--- src/rtl/lrupr_pkg.sv ---
`default_nettype none

package lrupr_pkg;

    localparam int PAGE_W    = 16;
    localparam int SLOT_W    = 3;
    localparam int CFG_W     = 4;
    localparam int COUNT_W   = 32;

    // frames_in_use after reset
    localparam logic [CFG_W-1:0] CFG_RESET = 4'd8;

    typedef logic [PAGE_W-1:0]  t_page;
    typedef logic [SLOT_W-1:0]  t_slot;
    typedef logic [CFG_W-1:0]   t_cfg;
    typedef logic [COUNT_W-1:0] t_count;

    // Outcome of one lookup; exactly one of the three is set
    typedef struct packed {
        logic hit;
        logic fill;
        logic evict;
    } t_lookup;

endpackage

`default_nettype wire

--- src/rtl/lrupr_if.sv ---
`default_nettype none

interface lrupr_ref_if;
    import lrupr_pkg::*;
    logic  valid;
    logic  ready;
    t_page page_number;
    modport source (output valid, output page_number, input ready);
    modport sink   (input valid, input page_number, output ready);
endinterface

interface lrupr_res_if;
    import lrupr_pkg::*;
    logic   valid;
    logic   ready;
    logic   hit;
    t_slot  frame_slot;
    logic   evicted_valid;
    t_page  evicted_page;
    t_count fault_count;
    modport source (output valid, output hit, output frame_slot, output evicted_valid,
                    output evicted_page, output fault_count, input ready);
    modport sink   (input valid, input hit, input frame_slot, input evicted_valid,
                    input evicted_page, input fault_count, output ready);
endinterface

interface lrupr_cfg_if;
    import lrupr_pkg::*;
    logic valid;
    logic ready;
    t_cfg frames_in_use;
    modport source (output valid, output frames_in_use, input ready);
    modport sink   (input valid, input frames_in_use, output ready);
endinterface

`default_nettype wire

--- src/rtl/lrupr_core.sv ---
`default_nettype none

module lrupr_core #(
    parameter int FRAMES = 8,
    parameter int IW     = (FRAMES > 1) ? $clog2(FRAMES) : 1
) (
    input  lrupr_pkg::t_page   i_page,
    input  lrupr_pkg::t_page   i_frame_page [FRAMES],
    input  logic [FRAMES-1:0]  i_valid,
    input  logic [IW-1:0]      i_rank [FRAMES],
    input  logic [FRAMES-1:0]  i_active,
    input  logic [IW-1:0]      i_oldest_rank,
    output lrupr_pkg::t_lookup o_status,
    output logic [IW-1:0]      o_slot,
    output lrupr_pkg::t_page   o_evicted_page,
    output logic [FRAMES-1:0]  o_valid_next,
    output logic [IW-1:0]      o_rank_next [FRAMES]
);
    import lrupr_pkg::*;

    logic [FRAMES-1:0] match;
    logic [FRAMES-1:0] empty;
    logic [FRAMES-1:0] oldest;
    logic [IW-1:0]     hit_slot;
    logic [IW-1:0]     empty_slot;
    logic [IW-1:0]     victim_slot;
    logic [IW-1:0]     slot;
    logic [IW-1:0]     slot_rank;

    // Lowest index wins in every search
    always_comb begin
        hit_slot    = '0;
        empty_slot  = '0;
        victim_slot = '0;
        for (int i = 0; i < FRAMES; i++) begin
            match[i]  = i_valid[i] && i_active[i] && (i_frame_page[i] == i_page);
            empty[i]  = !i_valid[i] && i_active[i];
            oldest[i] = i_valid[i] && i_active[i] && (i_rank[i] == i_oldest_rank);
        end
        for (int i = FRAMES - 1; i >= 0; i--) begin
            if (match[i])  hit_slot    = IW'(i);
            if (empty[i])  empty_slot  = IW'(i);
            if (oldest[i]) victim_slot = IW'(i);
        end
    end

    always_comb begin
        o_status.hit   = |match;
        o_status.fill  = !(|match) && (|empty);
        o_status.evict = !(|match) && !(|empty);
        if (o_status.hit) begin
            slot = hit_slot;
        end else if (o_status.fill) begin
            slot = empty_slot;
        end else begin
            slot = victim_slot;
        end
        slot_rank = i_rank[slot];
    end

    // Age every valid frame younger than the touched one; on a miss age them all
    always_comb begin
        for (int i = 0; i < FRAMES; i++) begin
            if (IW'(i) == slot) begin
                o_rank_next[i] = '0;
            end else if (i_valid[i] && i_active[i]
                         && (!o_status.hit || (i_rank[i] < slot_rank))) begin
                o_rank_next[i] = i_rank[i] + 1'b1;
            end else begin
                o_rank_next[i] = i_rank[i];
            end
            o_valid_next[i] = i_valid[i] || (IW'(i) == slot);
        end
    end

    assign o_slot         = slot;
    assign o_evicted_page = o_status.evict ? i_frame_page[slot] : '0;

endmodule

`default_nettype wire

--- src/rtl/lru_page_replacement.sv ---
`default_nettype none

// LRU page replacement unit.
// i_ref carries one page reference per beat; o_res returns one result beat per
// reference, in order: hit flag, frame slot, evicted page (zero when none) and
// the saturating fault total. i_cfg writes frames_in_use (0 acts as 1, above
// FRAMES acts as FRAMES) and flushes every frame; the fault total is kept.
// Write the register only while the unit is empty; i_cfg.ready is always high.
// Throughput: one reference per clock while o_res is not stalled. The tag
// compare over all active frames, the victim pick and the rank update sit
// between the reference register and the result register, so back-to-back
// references see each other's updates with no bubble.
// An accepted reference moves from the reference register to the result
// register, which offers it on o_res. A stalled o_res holds its beat; the
// reference register keeps accepting until it is full, then i_ref.ready drops.
// Reset: all frames empty, ranks zero, fault total zero, frames_in_use 8
// (capped at FRAMES). No clearing pass; the page store is only read where a
// frame is marked valid.
module lru_page_replacement #(
    parameter int FRAMES = 8
) (
    input  logic        i_clk,
    input  logic        i_rst_n,
    lrupr_ref_if.sink   i_ref,
    lrupr_cfg_if.sink   i_cfg,
    lrupr_res_if.source o_res
);
    import lrupr_pkg::*;

    localparam int IW      = (FRAMES > 1) ? $clog2(FRAMES) : 1;
    localparam int RESET_N = (int'(CFG_RESET) > FRAMES) ? FRAMES : int'(CFG_RESET);

    // Active frame mask for a given count of frames
    function automatic logic [FRAMES-1:0] mask_of(input int n);
        logic [FRAMES-1:0] m;
        for (int i = 0; i < FRAMES; i++) begin
            m[i] = (i < n);
        end
        return m;
    endfunction

    // Clamp the written frame count into 1..FRAMES
    function automatic int clamp_frames(input t_cfg v);
        int n;
        n = int'(v);
        if (n < 1) n = 1;
        if (n > FRAMES) n = FRAMES;
        return n;
    endfunction

    // configuration
    logic [FRAMES-1:0] r_active;
    logic [IW-1:0]     r_oldest_rank;

    // frame state
    t_page             r_frame_page [FRAMES];
    logic [FRAMES-1:0] r_valid;
    logic [IW-1:0]     r_rank [FRAMES];
    t_count            r_fault_total;

    // reference register
    logic  r_s1_valid;
    t_page r_s1_page;

    // result register
    logic   r_out_valid;
    logic   r_out_hit;
    t_slot  r_out_slot;
    logic   r_out_ev_valid;
    t_page  r_out_ev_page;
    t_count r_out_fault;

    // lookup results
    t_lookup           st;
    logic [IW-1:0]     slot;
    t_page             ev_page;
    logic [FRAMES-1:0] n_valid;
    logic [IW-1:0]     n_rank [FRAMES];
    t_count            n_fault_total;

    logic in_fire;
    logic s1_fire;
    logic cfg_fire;

    // Advance the reference register whenever the result register frees up
    assign s1_fire  = r_s1_valid && (!r_out_valid || o_res.ready);
    assign in_fire  = i_ref.valid && i_ref.ready;
    assign cfg_fire = i_cfg.valid && i_cfg.ready;

    assign i_ref.ready = !r_s1_valid || s1_fire;
    assign i_cfg.ready = 1'b1;

    lrupr_core #(
        .FRAMES (FRAMES),
        .IW     (IW)
    ) u_core (
        .i_page         (r_s1_page),
        .i_frame_page   (r_frame_page),
        .i_valid        (r_valid),
        .i_rank         (r_rank),
        .i_active       (r_active),
        .i_oldest_rank  (r_oldest_rank),
        .o_status       (st),
        .o_slot         (slot),
        .o_evicted_page (ev_page),
        .o_valid_next   (n_valid),
        .o_rank_next    (n_rank)
    );

    // Count every miss, cold fills too; hold at all ones
    assign n_fault_total = (!st.hit && (r_fault_total != '1)) ? r_fault_total + 1'b1
                                                               : r_fault_total;

    always_ff @(posedge i_clk) begin
        if (!i_rst_n) begin
            r_active      <= mask_of(RESET_N);
            r_oldest_rank <= IW'(RESET_N - 1);
            r_valid       <= '0;
            for (int i = 0; i < FRAMES; i++) begin
                r_rank[i] <= '0;
            end
            r_fault_total <= '0;
            r_s1_valid    <= 1'b0;
            r_out_valid   <= 1'b0;
        end else begin
            if (cfg_fire) begin
                // flush all frames, keep the fault total
                r_active      <= mask_of(clamp_frames(i_cfg.frames_in_use));
                r_oldest_rank <= IW'(clamp_frames(i_cfg.frames_in_use) - 1);
                r_valid       <= '0;
                for (int i = 0; i < FRAMES; i++) begin
                    r_rank[i] <= '0;
                end
            end else if (s1_fire) begin
                r_valid       <= n_valid;
                r_rank        <= n_rank;
                r_fault_total <= n_fault_total;
            end

            if (in_fire) begin
                r_s1_valid <= 1'b1;
            end else if (s1_fire) begin
                r_s1_valid <= 1'b0;
            end

            if (s1_fire) begin
                r_out_valid <= 1'b1;
            end else if (o_res.ready) begin
                r_out_valid <= 1'b0;
            end
        end
    end

    // Payload: page store, reference and result registers
    always_ff @(posedge i_clk) begin
        if (in_fire) begin
            r_s1_page <= i_ref.page_number;
        end
        if (s1_fire && !st.hit) begin
            r_frame_page[slot] <= r_s1_page;
        end
        if (s1_fire) begin
            r_out_hit      <= st.hit;
            r_out_slot     <= SLOT_W'(slot);
            r_out_ev_valid <= st.evict;
            r_out_ev_page  <= ev_page;
            r_out_fault    <= n_fault_total;
        end
    end

    assign o_res.valid         = r_out_valid;
    assign o_res.hit           = r_out_hit;
    assign o_res.frame_slot    = r_out_slot;
    assign o_res.evicted_valid = r_out_ev_valid;
    assign o_res.evicted_page  = r_out_ev_page;
    assign o_res.fault_count   = r_out_fault;

    // No frame outside the active set ever holds a page
    a_valid_in_active: assert property (@(posedge i_clk) disable iff (!i_rst_n)
        (r_valid & ~r_active) == '0)
        else $error("frame valid outside active set");

    // A hit leaves the fault total alone
    a_hit_keeps_faults: assert property (@(posedge i_clk) disable iff (!i_rst_n)
        s1_fire && st.hit && !cfg_fire |=> $stable(r_fault_total))
        else $error("fault total moved on a hit");

    // The touched frame ends up valid and most recent
    a_touch_newest: assert property (@(posedge i_clk) disable iff (!i_rst_n)
        s1_fire && !cfg_fire |=> r_valid[$past(slot)] && (r_rank[$past(slot)] == '0))
        else $error("touched frame not newest");

    // A configuration write empties every frame
    a_cfg_flush: assert property (@(posedge i_clk) disable iff (!i_rst_n)
        cfg_fire |=> (r_valid == '0))
        else $error("frames not flushed after config write");

    // A result is either a hit or a fault, never an eviction on a hit
    a_hit_no_evict: assert property (@(posedge i_clk) disable iff (!i_rst_n)
        r_out_valid |-> !(r_out_hit && r_out_ev_valid))
        else $error("eviction reported on a hit");

endmodule

`default_nettype wire

--- src/flat_wrapper.sv ---
// flat-port wrapper written by rule: the top's interface ports become plain ports
module lru_page_replacement_flat import lrupr_pkg::*;
#(
    parameter int FRAMES = 8
)
  (i_clk, i_rst_n, i_ref_valid, i_ref_page_number, i_ref_ready, i_cfg_valid, i_cfg_frames_in_use, i_cfg_ready, o_res_valid, o_res_hit, o_res_frame_slot, o_res_evicted_valid, o_res_evicted_page, o_res_fault_count, o_res_ready);
  lrupr_ref_if i_ref_i ();
  lrupr_cfg_if i_cfg_i ();
  lrupr_res_if o_res_i ();
  input  logic i_clk;
  input  logic i_rst_n;
  input wire logic [$bits(i_ref_i.valid)-1:0] i_ref_valid;
  input wire logic [$bits(i_ref_i.page_number)-1:0] i_ref_page_number;
  output wire logic [$bits(i_ref_i.ready)-1:0] i_ref_ready;
  input wire logic [$bits(i_cfg_i.valid)-1:0] i_cfg_valid;
  input wire logic [$bits(i_cfg_i.frames_in_use)-1:0] i_cfg_frames_in_use;
  output wire logic [$bits(i_cfg_i.ready)-1:0] i_cfg_ready;
  output wire logic [$bits(o_res_i.valid)-1:0] o_res_valid;
  output wire logic [$bits(o_res_i.hit)-1:0] o_res_hit;
  output wire logic [$bits(o_res_i.frame_slot)-1:0] o_res_frame_slot;
  output wire logic [$bits(o_res_i.evicted_valid)-1:0] o_res_evicted_valid;
  output wire logic [$bits(o_res_i.evicted_page)-1:0] o_res_evicted_page;
  output wire logic [$bits(o_res_i.fault_count)-1:0] o_res_fault_count;
  input wire logic [$bits(o_res_i.ready)-1:0] o_res_ready;
  assign i_ref_i.valid = i_ref_valid;
  assign i_ref_i.page_number = i_ref_page_number;
  assign i_ref_ready = i_ref_i.ready;
  assign i_cfg_i.valid = i_cfg_valid;
  assign i_cfg_i.frames_in_use = i_cfg_frames_in_use;
  assign i_cfg_ready = i_cfg_i.ready;
  assign o_res_valid = o_res_i.valid;
  assign o_res_hit = o_res_i.hit;
  assign o_res_frame_slot = o_res_i.frame_slot;
  assign o_res_evicted_valid = o_res_i.evicted_valid;
  assign o_res_evicted_page = o_res_i.evicted_page;
  assign o_res_fault_count = o_res_i.fault_count;
  assign o_res_i.ready = o_res_ready;
  lru_page_replacement #(.FRAMES(FRAMES)) u_core (.i_clk(i_clk), .i_rst_n(i_rst_n), .i_ref(i_ref_i), .i_cfg(i_cfg_i), .o_res(o_res_i));
endmodule
--- config.mk ---
export PLATFORM = sky130hd
export DESIGN_NAME = lru_page_replacement_flat
export DESIGN_NICKNAME = d
export VERILOG_FILES = /design/src/rtl/lrupr_pkg.sv /design/src/rtl/lrupr_if.sv /design/src/rtl/lrupr_core.sv /design/src/rtl/lru_page_replacement.sv /design/src/flat_wrapper.sv
export SDC_FILE = /design/constraint.sdc
export NUM_CORES = 1
export LEC_CHECK = 0
export ABC_AREA = 1
export BUFFER_PORTS_ARGS = -buffer_cell sky130_fd_sc_hd__buf_2
export CAP_MARGIN = 20
export CORE_MARGIN = 8
export CORE_UTILIZATION = 35
export DETAILED_ROUTE_END_ITERATION = 16
export PLACE_DENSITY = 0.61
export RECOVER_POWER = 50
export SYNTH_ARGS = -nofsm -noshare
export SYNTH_HDL_FRONTEND = slang
export SYNTH_SLANG_ARGS = --single-unit
--- constraint.sdc ---
create_clock -name i_clk -period 6.64 [get_ports i_clk]
set_clock_uncertainty 0.15 [all_clocks]
set_input_delay 0.332 -clock i_clk [delete_from_list [all_inputs] [get_ports i_clk]]
set_output_delay 0.332 -clock i_clk [all_outputs]
set_load 0.01 [all_outputs]
# == After elaboration in Yosys (flattened, before gate mapping) ==
# Index checks and enable logic that the tools add are counted.
# classes
addsub,10
eq_ne,24
mux,62
n_reduce_logical,100
bitwise,3
magnitude_cmp,20
# ops
cell,n
32-bit two-way mux,6
3-bit two-way mux,44
128-bit bitwise mux,1
16-bit == test,8
4-bit by 32-bit less-than comparator with 1-bit output (first input constant),4
3-bit by 32-bit less-than comparator with 1-bit output (first input constant),2
16-bit binary-select mux with 3-bit select,1
16-bit demux with 3-bit select,1
16-bit two-way mux,3
1-bit logical AND,47
32-bit by 1-bit adder with 32-bit output (second input constant),1
32-bit by 5-bit > comparator with 1-bit output (second input constant),1
1-bit by 32-bit less-than comparator with 1-bit output (first input constant),1
2-bit by 32-bit less-than comparator with 1-bit output (first input constant),1
32-bit inequality test (second input constant),1
3-bit by 1-bit adder with 3-bit output (second input constant),8
3-bit == test,8
3-bit less-than comparator,8
2-bit nonzero test,10
1-bit logical OR,18
2-bit AND reduction,9
8-bit OR reduction,2
3-bit == test (first input constant),4
1-bit zero test,12
other kinds (12),18
# word_totals
word_cells,247
input_bits,25
output_inout_bits,56
ff_bits,274

# == Depth between registers and ports, before layout ==
# logic_depth
depth_word,21
ltp_mapped,36
ltp_nobuf,33

# == Modules after synthesis ==
# A second synthesis with hierarchy kept.
# hier_totals
hier_cells,1948
hier_area_um2,15492.4
# by_module_without_submodules
mod,area_each_um2,n_inst,seq_area_each_um2,cells_each
lru_page_replacement,10289.9,1,7457.2,919
lrupr_core,5202.5,1,0.0,1029

# == Worst setup path before layout ==
# Ideal clock, no wire load.
# synth_timing
path_type,flip-flop to flip-flop
start,register u_core.r_s1_page[0]
end,register u_core.r_rank[21] in the netlist's numbering
arrival_ps,3782
path_buffers,3
path_stages_with_launch,32
setup_time_ps,132
path_slack_ps,2576
required_ps,6358
path_cell_list,edfxtp_1 -> buf_6 -> inv_2 -> buf_6 -> nand2_2 -> nand2_1 -> nor2_1 -> nand2_1 -> nor2_1 -> nand3_1 -> nand2_4 -> nor2_8 -> nand3_4 -> nor2_2 -> nor2_4 -> nand2_4 -> inv_2 -> nor2_2 -> inv_2 -> buf_2 -> o22ai_1 -> nor3_1 -> a21oi_1 -> ha_1 -> inv_1 -> a21oi_2 -> nand2_1 -> nand2_1 -> nand2_2 -> nand2_2 -> nand3_1 -> a21oi_1
# synth_between
elab_chain_cells,20
word_cells_on_any_way,40
cone_classes,order compare: 1; eq/ne: 8; mux: 14; bitwise: 1; reduce/logical: 16
# synth_lines
item,line_no,text
"start, declared",lru_page_replacement.sv:63,t_page r_s1_page;
"start signal, assigned",lru_page_replacement.sv:157,r_s1_page <= i_ref.page_number;
16-bit == test,lrupr_core.sv:36,match[i] = i_valid[i] && i_active[i] && (i_frame_page[i] == i_page);
1-bit logical AND,lrupr_core.sv:36,
3-bit two-way mux (8 in a row),lrupr_core.sv:41,if (match[i]) hit_slot = IW'(i);
3-bit two-way mux *,lrupr_core.sv:51,if (o_status.hit) begin
named net u_core.slot[0],lru_page_replacement.sv:75,logic [IW-1:0] slot;
3-bit NOT with 4-bit output (implied by the code),lrupr_core.sv:58,slot_rank = i_rank[slot];
3-bit binary-select mux with 3-bit select,lrupr_core.sv:58,
3-bit two-way mux (implied by the code) (2 in a row),lrupr_core.sv:58,
3-bit less-than comparator,lrupr_core.sv:67,&& (!o_status.hit || (i_rank[i] < slot_rank))) begin
1-bit logical OR,lrupr_core.sv:67,
1-bit logical AND,lrupr_core.sv:67,
2-bit nonzero test (no source line),--,
2-bit AND reduction (no source line),--,
"end signal, assigned",lru_page_replacement.sv:136,r_rank <= n_rank;
"end, declared",lru_page_replacement.sv:58,logic [IW-1:0] r_rank [FRAMES];
# Mark *: on every way through the listed nets, which the timed path passes. The rest lies on a longest branch. The select of a mux whose other input is x is not followed.
# A chain may end at the register's enable or synchronous reset.

# == Worst setup path after layout ==
# layout_timing
start,register u_core.r_s1_page[4]
end,register u_core.r_rank[6] in the netlist's numbering
# Same word-level chain as after synthesis.

==> qor.yml <==
sta:
  tns_ns: 0
  drv_slew: 55
  clock.fmax_mhz: 183
  hold_viol_final: 0
  max_slew_margin: -0.483
  setup_viol_count_final: 0
  tightest_slew_ns: 2.22
  rsz0062_at_grt: "no"
  post-route-period-util: 0.824
  fin_crit_ns: 5.47
clock_network:
  insertion_delay_ns: 0.55
  tritoncts: "done"
  cts_setup_buffers: 0
  path_clk_slew_ns: 0.06
  cts.path.max_buffers: 3
  cts_resized: 0
  cts_max_level: 2
  cts-root-buf: "clkbuf_16"
  cts-hold-fix-buffers: 24
  cts_made_buffers: 34
  cts.sinks: 274
synthesis:
  synth_edf_count: 197
  ys_ff_latch: 274
  syn_area_per_cell_um2: 8.21
  synthesis.nets: 1916
  synth_area_leader_cell: "edfxtp_1"
  synth_flop_cell: "edfxtp_1"
  async_flop_share: 0
  yosysSeqAreaShare: 0.485
  yosys-top-cells-area: "edfxtp_1 39%, nand2_1 12%, dfxtp_1 10%"
  syn_inst: 1872
  syn_area_um2: 15400
  yosys_warnings: 0
  synthDistinctLibCells: 56
  synth_top_area_frac: 0.385
grt:
  grt_overflow: 0
  antenna_found_initial: 1
  track_usage: 0.219
  grt_max_degree: 51
  grt_pass1_vias: 13200
  grt_pass1_wl_mm: 83.0
detailed_routing:
  viasPerCell: 5.22
  wl_met1_mm: 24.7
  wl_mm: 56.1
  top_layer: "met5"
  met2_length_mm: 25.6
  wire_per_inst_um: 21.7
  num_vias: 13500
  drc: 0
  drt_first_pass_iters: 6
  wl_met3_mm: 3.98
  first_iter_violations: 1238
  antenna_left: 0
critical_path:
  crit_family: "simple AND/OR/NAND/NOR gates"
  worst_setup_path_start_kind: "flop"
  worstPathMaxFanout: 20
  startpoint: "u_core.r_s1_page[4]"
  crit_path_frequent_cell: "nand2_1"
  timing.rr.start: "u_core.r_s1_page[4]"
  worst-r2r-setup-slack_ns: 1.17
  reg2regPathDepth: 28
  crit_end: "u_core.r_rank[6]"
  worst-path-buf-inv: 5
  path_class: "flop to flop"
  endpoint_kind: "flop"
  r2r_end: "u_core.r_rank[6]"
  path_depth: 28
  worstPathRequired_ns: 6.98
  crit_arrival_ns: 5.81
  cpPeakStageDelay_ns: 0.97
  cpMaxStageDelayCell: "edfxtp_1"
placement:
  portBuffers: 79
  place_congestion: 0.987
  placed_area_um2: 16300
  dp_hpwl_mm: 41.4
floorplan:
  fp.dieArea_um2: 50900
  rows: 76
  die_h_um: 226
  io_pins: 81
  fp.dieW_um: 226
  coreArea_um2: 43200
  initial_utilization: 0.356
outcome:
  violations: "max-capacitance violations, max-slew violations"
  status: "complete, but fails checks"
layout:
  area_delta_synth_final_pct: 14.8
  fin_nets: 2021
  stdcell_area_um2: 17600
  antenna_cells: 0
  drive_gt1_frac: 0.0964
pwr:
  cellLeakagePower_nw: 7.52
  ir_drop_mv: 0.220
  powerDensity_nw_per_um2: 236
worst_hold_path:
  hold_class: "input port to flop"
run:
  max_cap_violations: 2
==> worst reg2reg max path, delay by kind of cell (launching register included) <==
kind | cells | cell delay (ns)
adders and majority gates | 1 | 0.22
DFF | 1 | 0.97
and+or+nand+nor | 17 | 2.48
AOI/OAI and AO/OA | 5 | 0.80
buffers and inverters | 5 | 0.80
==> cell usage in the layout (no fill, tap or decap), types with 4 or more instances in the layout <==
cell type	n
a22oi_1	5
edfxtp_1	197
o21bai_1	9
nor4_1	10
a221oi_1	5
clkinv_2	5
nor2_2	10
xnor2_1	14
dfxtp_1	77
a21oi_1	74
clkbuf_16	36
nor2_8	4
nand4_1	55
buf_4	17
a211oi_1	12
nand3_1	89
nor2_1	169
clkbuf_1	66
o21ai_1	12
nand2_1	478
buf_2	21
nand2_4	5
nand3_2	4
dlygate4sd3_1	24
inv_6	4
inv_1	253
nand2_2	26
ha_1	19
inv_2	14
a31oi_1	4
a2111oi_0	9
nor3_1	49
inv_4	9
xor2_1	55
o22ai_1	47
a21oi_2	14
o21ai_0	57
==> through the flow <==
step                instances  hold WS, ns  setup WS, ns  utilization  total power, W
global route             2588       0.0560         0.899        0.409         0.00430
floorplan                1872        0.281          2.58            -         0.00216
finish                   2588       0.0321          1.17        0.409         0.00416
detailed placement       2502        0.323          1.30        0.379         0.00229
global placement         2502        0.313          1.43        0.379         0.00229
CTS                      2588      0.00277          1.27        0.410         0.00420
==> worst min path at each step <==
stage | startpoint | endpoint | slack (ns) | cells past startpoint
after floorplan | i_ref_page_number[0] | u_core.r_s1_page[0] | 0.28 | 0
after global placement | u_core.r_valid[2] | u_core.r_valid[2] | 0.31 | 2
after detailed placement | u_core.r_valid[1] | u_core.r_valid[1] | 0.32 | 2
after CTS | i_cfg_valid | u_core.r_oldest_rank[0] | 0.003 | 4
after global routing | i_cfg_valid | u_core.r_oldest_rank[0] | 0.06 | 4
final | i_cfg_valid | u_core.r_oldest_rank[0] | 0.03 | 4
==> power breakdown <==
part	internal, W	leakage [nW]	total (W)	switching [W]
registers	0.00188	2.44	0.00194	0.0000600
clock network	0.00112	0.559	0.00189	0.000774
logic	0.0000991	4.52	0.000323	0.000224
total	0.00310	7.52	0.00416	0.00106
==> routing by layer <==
layer / global-route usage / vias to the layer above
met5: 0 / -
met3: 0.0381 / 110
met4: 0.0767 / 2
li1: - / 6439
met2: 0.352 / 517
met1: 0.294 / 6452
==> Yosys cell counts, types with 3 or more instances <==
master / count
a31oi_1: 4
or2_2: 3
a221oi_1: 5
nor3_1: 49
o22ai_1: 47
a2111oi_0: 9
xor2_1: 55
o21ai_1: 12
edfxtp_1: 197
nor2_8: 4
inv_1: 252
xnor2_1: 14
nand2_2: 26
buf_6: 4
nand3_2: 4
o211ai_1: 3
o21bai_1: 9
nand3_1: 89
ha_1: 19
nor2_4: 3
a21oi_2: 14
clkbuf_1: 24
inv_4: 9
buf_4: 15
nand2_4: 5
a211oi_1: 12
a21oi_1: 74
nor2_2: 7
dfxtp_1: 77
nor2_1: 172
inv_2: 14
buf_2: 10
nand4_1: 55
a22oi_1: 5
o21ai_0: 57
nor4_1: 10
nand2_1: 478
==> flip-flops by register name, indices dropped and copies added, names as in the netlist, 8 cells and up <==
| register | count |
|---|---|
| u_core.r_fault_total | 32 |
| u_core.r_rank | 24 |
| u_core.r_s1_page | 16 |
| u_core.o_res.fault_count | 32 |
| u_core.r_frame_page | 128 |
| u_core.r_valid | 8 |
| u_core.o_res.evicted_page | 16 |
| u_core.r_active | 8 |
==> kinds of logic after synthesis <==
logic type / count (synthesis) / share of synthesized area
flops: 274 / 0.485
other cells: 1 / 0.000244
compound gates: 260 / 0.103
fa+ha+maj: 19 / 0.0155
simple gates: 917 / 0.267
xor+xnor: 69 / 0.0393
buf+inv: 332 / 0.0894
==> final cells by class <==
type,count,area (µm²)
multi-input cells,1266,6540
clock inverters,16,166
clock buffers,46,972
flip-flops and latches,274,7460
well taps,585,732
fillers,4488,25500
repair buffers,122,698
inverters,279,1080
(Power assumes the default switching activity.)
